**config.mk**
```make
export PLATFORM = sky130hd
export DESIGN_NAME = avs_ctrl
export DESIGN_NICKNAME = d
export VERILOG_FILES = /design/src/hdl/avs_pkg.sv /design/src/hdl/avs_ctrl.sv
export SDC_FILE = /design/constraint.sdc
export NUM_CORES = 1
export LEC_CHECK = 0
export ABC_CLOCK_PERIOD_IN_PS = 1600
export BUFFER_PORTS_ARGS = -buffer_cell sky130_fd_sc_hd__clkbuf_2
export CELL_PAD_IN_SITES_DETAIL_PLACEMENT = 2
export CELL_PAD_IN_SITES_GLOBAL_PLACEMENT = 2
export CORE_MARGIN = 10
export CORE_UTILIZATION = 24
export DETAILED_ROUTE_END_ITERATION = 8
export GPL_TIMING_DRIVEN = 0
export HOLD_SLACK_MARGIN = 0.12
export PLACE_DENSITY = 0.78
export SYNTH_ARGS = -nofsm -noshare
export SYNTH_HDL_FRONTEND = slang
export SYNTH_SLANG_ARGS = --single-unit
```
**constraint.sdc**
```tcl
create_clock -name clk -period 1.6 [get_ports clk]
set_clock_uncertainty 0.15 [all_clocks]
set_input_delay 0.24 -clock clk [delete_from_list [all_inputs] [get_ports clk]]
set_output_delay 0.24 -clock clk [all_outputs]
set_load 0.1 [all_outputs]
```
**src/hdl/avs_pkg.sv**
```systemverilog
`timescale 1ns / 1ps

package avs_pkg;

  localparam int MAX_LEVELS_DEF = 256;
  localparam int FRAC_BITS = 16;

  localparam logic [1:0] CFG_RADIAL_CELLS = 2'd0;
  localparam logic [1:0] CFG_VERTICAL_CELLS = 2'd1;
  localparam logic [1:0] CFG_INV_TWO_RADIAL_STEP = 2'd2;
  localparam logic [1:0] CFG_INV_TWO_VERTICAL_STEP = 2'd3;

  localparam logic [15:0] RADIAL_CELLS_RST = 16'd64;
  localparam logic [8:0] VERTICAL_CELLS_RST = 9'd64;
  localparam logic [31:0] INV_STEP_RST = 32'd65536;

  localparam logic [2:0] RD_LAST = 3'd6;

  localparam logic signed [63:0] DWZ_LIM = 64'sd1 <<< (32 + FRAC_BITS);
  localparam logic [95:0] HALF_F = 96'd1 << (FRAC_BITS - 1);
  localparam logic [95:0] HALF_F1 = 96'd1 << FRAC_BITS;

  typedef enum logic [3:0] {
    ST_IDLE,
    ST_READ,
    ST_DRAIN,
    ST_DIFF,
    ST_MLOAD,
    ST_MLO,
    ST_MHI,
    ST_MRND,
    ST_MSTORE,
    ST_VZ,
    ST_DONE
  } avs_state_t;

  typedef enum logic [2:0] {
    OP_DV,
    OP_VC,
    OP_DU,
    OP_DWR,
    OP_DWZ,
    OP_ST
  } avs_op_t;

  typedef struct packed {
    logic       accept;
    logic       rd_en;
    logic [2:0] rd_step;
    logic       diff;
    logic       mload;
    logic       mlo;
    logic       mhi;
    logic       mrnd;
    logic       mstore;
    logic       vz;
    logic       out_load;
    avs_op_t    op;
  } avs_cmd_t;

  typedef struct packed {
    logic interior;
    logic out_free;
  } avs_status_t;

  function automatic avs_op_t op_next(input avs_op_t op);
    avs_op_t r;
    case (op)
      OP_DV:   r = OP_VC;
      OP_VC:   r = OP_DU;
      OP_DU:   r = OP_DWR;
      OP_DWR:  r = OP_DWZ;
      OP_DWZ:  r = OP_ST;
      default: r = OP_DV;
    endcase
    return r;
  endfunction

  function automatic logic [1:0] slot_inc(input logic [1:0] s);
    return (s == 2'd2) ? 2'd0 : s + 2'd1;
  endfunction

  function automatic logic [1:0] slot_dec(input logic [1:0] s);
    return (s == 2'd0) ? 2'd2 : s - 2'd1;
  endfunction

  function automatic logic signed [31:0] sat32(input logic signed [63:0] x);
    logic signed [31:0] r;
    if (x > 64'sd2147483647) begin
      r = 32'sh7fffffff;
    end else if (x < -64'sd2147483648) begin
      r = 32'sh80000000;
    end else begin
      r = x[31:0];
    end
    return r;
  endfunction

endpackage

```
**src/hdl/avs_ctrl.sv**
```systemverilog
`timescale 1ns / 1ps

module avs_ctrl
  import avs_pkg::*;
(
  input  logic        clk,
  input  logic        rst_n,
  input  logic        in_valid,
  output logic        in_stall,
  input  avs_status_t status,
  output avs_cmd_t    cmd
);

  avs_state_t state_r, state_nxt;
  logic [2:0] cnt_r, cnt_nxt;
  avs_op_t    op_r, op_nxt;

  always_ff @(posedge clk) begin
    if (!rst_n) begin
      state_r <= ST_IDLE;
      cnt_r <= 3'd0;
      op_r <= OP_DV;
    end else begin
      state_r <= state_nxt;
      cnt_r <= cnt_nxt;
      op_r <= op_nxt;
    end
  end

  always_comb begin
    state_nxt = state_r;
    cnt_nxt = cnt_r;
    op_nxt = op_r;
    case (state_r)
      ST_IDLE: begin
        cnt_nxt = 3'd0;
        if (in_valid && status.interior) begin
          state_nxt = ST_READ;
        end
      end
      ST_READ: begin
        cnt_nxt = cnt_r + 3'd1;
        if (cnt_r == RD_LAST) begin
          state_nxt = ST_DRAIN;
        end
      end
      ST_DRAIN: state_nxt = ST_DIFF;
      ST_DIFF: begin
        op_nxt = OP_DV;
        state_nxt = ST_MLOAD;
      end
      ST_MLOAD: state_nxt = ST_MLO;
      ST_MLO: state_nxt = ST_MHI;
      ST_MHI: state_nxt = ST_MRND;
      ST_MRND: state_nxt = ST_MSTORE;
      ST_MSTORE: begin
        if (op_r == OP_VC) begin
          state_nxt = ST_VZ;
        end else if (op_r == OP_ST) begin
          state_nxt = ST_DONE;
        end else begin
          op_nxt = op_next(op_r);
          state_nxt = ST_MLOAD;
        end
      end
      ST_VZ: begin
        op_nxt = OP_DU;
        state_nxt = ST_MLOAD;
      end
      ST_DONE: begin
        if (status.out_free) begin
          state_nxt = ST_IDLE;
        end
      end
      default: state_nxt = ST_IDLE;
    endcase
  end

  always_comb begin
    cmd = '0;
    cmd.op = op_r;
    cmd.rd_step = cnt_r;
    in_stall = 1'b1;
    case (state_r)
      ST_IDLE: begin
        in_stall = 1'b0;
        cmd.accept = in_valid;
      end
      ST_READ: cmd.rd_en = 1'b1;
      ST_DIFF: cmd.diff = 1'b1;
      ST_MLOAD: cmd.mload = 1'b1;
      ST_MLO: cmd.mlo = 1'b1;
      ST_MHI: cmd.mhi = 1'b1;
      ST_MRND: cmd.mrnd = 1'b1;
      ST_MSTORE: cmd.mstore = 1'b1;
      ST_VZ: cmd.vz = 1'b1;
      ST_DONE: cmd.out_load = 1'b1;
      default: cmd = '0;
    endcase
  end

`ifndef SYNTHESIS
  a_read_drain: assert property (@(posedge clk) disable iff (!rst_n)
    (state_r == ST_READ && cnt_r == RD_LAST) |=> (state_r == ST_DRAIN))
    else $error("read sequence did not end in drain");

  a_last_op_done: assert property (@(posedge clk) disable iff (!rst_n)
    (state_r == ST_MSTORE && op_r == OP_ST) |=> (state_r == ST_DONE))
    else $error("last product did not lead to result");
`endif

endmodule

```
==> results of run 1 <==
[kinds of logic after synthesis]
| family | synth area share (%) |
|---|---|
| flops | 27.0 |
| fa+ha+maj | 3.37 |
| buf+inv | 9.61 |
| compound gates | 20.4 |
| xor+xnor | 1.18 |
| simple gates | 38.5 |
[stage by stage]
stage          TNS, ns  utilization, %  hold WS [ns]
2_1_floorplan    -2.73               -         0.239
3_3_place_gp     -5.94            33.3         0.355
3_5_place_dp     -6.22            33.3         0.367
4_1_cts          -4.27            55.6         0.248
[what timing repair did]
action | CTS
setup buffers | 19
gates resized for setup | 93
hold buffers | 1
gates cloned | 1
hold endpoints to repair | 1
pin swaps | 11
setup endpoints to repair | 22
==> flow_summary.toml, run 1 <==
[run_status]
outcome = "stopped before the end"
stop_stage = "global routing (5_1_grt)"
error = "[ERROR DPL-0033] detailed placement checks failed during check placement."

[placed_design]
dp_cells = 152
io_buffers = 21
detailedPlace.worstSlack_ns = -0.776
gp_congestion = 0.746
dp_hpwl_um = 2050
placed_cell_area_um2 = 998

[yosys]
synth_ff_type = "dfxtp_1"
syn_inst = 98
yosys-top-cells-count = "dfxtp_1, nand2_1, nor2_1"
synth-edff-count = 0
ys_async_sr_fraction_pct = 0
avgSynthCellArea_um2 = 7.57
synth_fp_nets = 105
yosysWarnings = 0
ys_ff_latch = 10
synth.distinct_cells = 35
netlist_area_um2 = 742
seq_area_frac_synth_pct = 27.0
synth.largest_area_cell = "dfxtp_1"
synth_top_area_share_pct = 27.0
synth.area.top_cells = "dfxtp_1, and2_1, nand2_1"

[floorplanning]
rows = 20
initial_utilization_pct = 24.7
fp.dieH_um = 75.6
die_w_um = 75.6
ios = 22

[timing]
grt_repair_worst_endpoint = "cmd[13]"
worst-ep-kind = "output port"

[clock_tree]
root_buffer = "clkbuf_4"
cts.htree.levels = 1
clkSinkCount = 10
clockBufferDepth = 2
numCtsBuffers = 3

[global_routing]
antenna_found_initial = 0
grt_max_degree = 11
==> run 2: changes to the inputs <==
==> config.mk (replaced) <==
export PLATFORM = sky130hd
export DESIGN_NAME = avs_ctrl
export DESIGN_NICKNAME = d
export VERILOG_FILES = /design/src/hdl/avs_pkg.sv /design/src/hdl/avs_ctrl.sv
export SDC_FILE = /design/constraint.sdc
export NUM_CORES = 1
export LEC_CHECK = 0
export ABC_CLOCK_PERIOD_IN_PS = 2100
export BUFFER_PORTS_ARGS = -buffer_cell sky130_fd_sc_hd__clkbuf_2
export CORE_MARGIN = 10
export CORE_UTILIZATION = 20
export DETAILED_ROUTE_END_ITERATION = 8
export GPL_TIMING_DRIVEN = 0
export PLACE_DENSITY_LB_ADDON = 0.15
export SYNTH_ARGS = -nofsm -noshare
export SYNTH_HDL_FRONTEND = slang
export SYNTH_SLANG_ARGS = --single-unit
==> constraint.sdc (replaced) <==
create_clock -name clk -period 2.1 [get_ports clk]
set_clock_uncertainty 0.15 [all_clocks]
set_input_delay 0.315 -clock clk [delete_from_list [all_inputs] [get_ports clk]]
set_output_delay 0.315 -clock clk [all_outputs]
set_load 0.1 [all_outputs]
==> flow_summary.toml, run 2 <==
[run_status]
outcome = "completed"

[yosys]
synth.distinct_cells = 35
yosys-top-cells-count = "dfxtp_1, nand2_1, nor2_1"
synth_top_area_share_pct = 27.0
ys_async_sr_fraction_pct = 0
synth.area.top_cells = "dfxtp_1, and2_1, nand2_1"
synth_ff_type = "dfxtp_1"
yosysWarnings = 0
ys_ff_latch = 10
avgSynthCellArea_um2 = 7.57
syn_inst = 98
seq_area_frac_synth_pct = 27.0
synth-edff-count = 0
netlist_area_um2 = 742
synth.largest_area_cell = "dfxtp_1"
synth_fp_nets = 105

[floorplanning]
rows = 22
die_w_um = 80.9
fp.dieH_um = 80.9
core_um2 = 3630
dieArea_um2 = 6550
initial_utilization_pct = 20.4
ios = 22

[critical_path]
crit_family = "flip-flops"
startpoint_type = "flip-flop"
slowest_delay_ns = 0.36
critical_path.cell_chain = "buf_8 -> nand2_2 -> nand2_2 -> a32oi_4 -> and2_4 -> clkbuf_16"
slowest_stage = "dfxtp_4"
cp.arrival_ns = 1.58
crit_fanout = 10
end_kind = "output pin"
worst_ep_required_time_ns = 1.63
path_buf_inv = 2
path_class = "reg -> out"
crit_path_frequent_cell = "nand2_2"

[power]
p_per_area_nw_per_um2 = 427
ir_worst_vdd_v = 0.000200
finalPower_mw = 0.535
leakagePower_nw = 0.505

[layout]
fin_util_pct = 34.5
largest_register_ffs = 4
layout.cells.most_common_list = "nand2_1, clkbuf_2, a21oi_1"
areaGrowthSynthToFinish_pct = 68.8
stdcell_count = 176
nets = 136
n_antenna_cell = 0
top_regs = "state_r x4, cnt_r x3, op_r x3"
layout-drive-gt1-share_pct = 50.8
regMostFlops = "state_r"

[timing]
period_needed_ns = 2.05
setup_viol = 0
holdWs_ns = 0.183
fin_tns_setup_ns = 0
fin_crit_sh_pct = 97.5
slew_violations = 0
hold_violations = 0
rsz0062_at_grt = "yes"
worst_pin_slew_ns = 0.545
timing.fmax_ghz = 0.489
slew_headroom_pct = 63.8

[hold_path]
hold_path_class = "in -> reg"

[drt]
initialDrtViolationCount = 45
routed_wl_um = 2360
drc = 0
firstDrtPassIters = 3
vias_per_cell = 4.46
vias = 785
avgRoutedWirePerCell_um = 13.4
ant_nets = 0

[global_routing]
antenna_found_initial = 0
grt_max_degree = 11
grt_pass1_vias = 749
grt.total_usage_pct = 7.45
grt_overflow = 0
grt_pass1_wl_um = 3800

[clock_tree]
cts.htree.levels = 1
root_buffer = "clkbuf_8"
clockBufferDepth = 2
numCtsBuffers = 3
cts_tree = "built"
clkLatencyLatePin_ns = 0.24
cts.clk_slew.worst_paths_ns = 0.05
clkSinkCount = 10

[placed_design]
dp_cells = 167
io_buffers = 21
dp_hpwl_um = 1640
gp_congestion = 0.733

[flow_run]
cap_violations = 0
==> run 2: cell counts after synthesis <==
No cell type changed its count.
==> run 2: worst register-to-register path, stage by stage, from the launching register on <==
cell,delay (ns)
dfxtp_1,0.35
inv_1,0.07
ha_1,0.16
a21oi_1,0.07
or3b_2,0.44
a21oi_1,0.16
o31a_1,0.14
==> run 2: repair_timing <==
item                                    CTS  global route
setup buffers                             0             4
pin swaps                                 1             5
cloned                                    0             1
endpoints found under the setup margin    9            14
gates resized for setup                  32            23
hold endpoints to repair                  0             0
hold buffers                              0             0
==> run 2: power by group <==
part	switching (mW)	leakage, nW	total [mW]	internal [mW]
Sequential	0.00386	0.0833	0.195	0.191
Clock	0.0847	0.0288	0.250	0.166
Combinational	0.0631	0.393	0.0903	0.0272
Total	0.152	0.505	0.535	0.384
==> run 2: per-layer routing <==
| layer | up-vias | track usage (%) | part of all wire [%] |
|---|---|---|---|
| met4 | 0 | 1.56 | 0.47 |
| met5 | - | 0 | 0 |
| met1 | 369 | 9.51 | 46 |
| met3 | 2 | 3.86 | 8.4 |
| li1 | 395 | - | - |
| met2 | 19 | 10.9 | 46 |
==> run 2: final timing paths <==
kind,endpoint,slack [ns],depth (start not counted),startpoint
worst max-delay path,cmd[2],0.05,6,state_r[0]$_SDFFE_PN0P_
worst min-delay path,op_r[0]$_SDFFE_PN0P_,0.18,3,rst_n
worst max register to register,state_r[1]$_SDFFE_PN0P_,0.50,6,cnt_r[0]$_SDFFE_PN0P_
worst min register to register,cnt_r[2]$_SDFFE_PN0P_,0.37,2,cnt_r[2]$_SDFFE_PN0P_
==> run 2: cell type report <==
class / count / area (um^2)
Tap cell: 48 / 60.1
Sequential cell: 10 / 210
Multi-Input combinational cell: 76 / 537
Buffer: 7 / 78.8
Timing Repair Buffer: 26 / 285
Clock buffer: 4 / 55.1
Fill cell: 402 / 2380
Inverter: 5 / 26.3
==> run 2: stage by stage <==
stage | cell area (um^2) | setup WS [ns]
global route | 1250 | -0.0127
finish | 1250 | 0.0535
CTS | 1170 | 0.00293
detailed placement | 943 | -0.245
floorplan | 778 | -0.269
global placement | 943 | -0.246
==> run 2: kinds of logic (layout without fill, tap and decap cells) <==
| family | after synthesis | after routing | share of synthesized area (%) |
|---|---|---|---|
| AND/OR/NAND/NOR | 51 | 51 | 38.5 |
| AO/OA/AOI/OAI | 22 | 22 | 20.4 |
| buffers and inverters | 12 | 42 | 9.61 |
| flip-flops | 10 | 10 | 27.0 |
| adder cells (fa/ha/maj) | 2 | 2 | 3.37 |
| XOR/XNOR | 1 | 1 | 1.18 |
No activity file was read; power rests on OpenSTA's default activity.
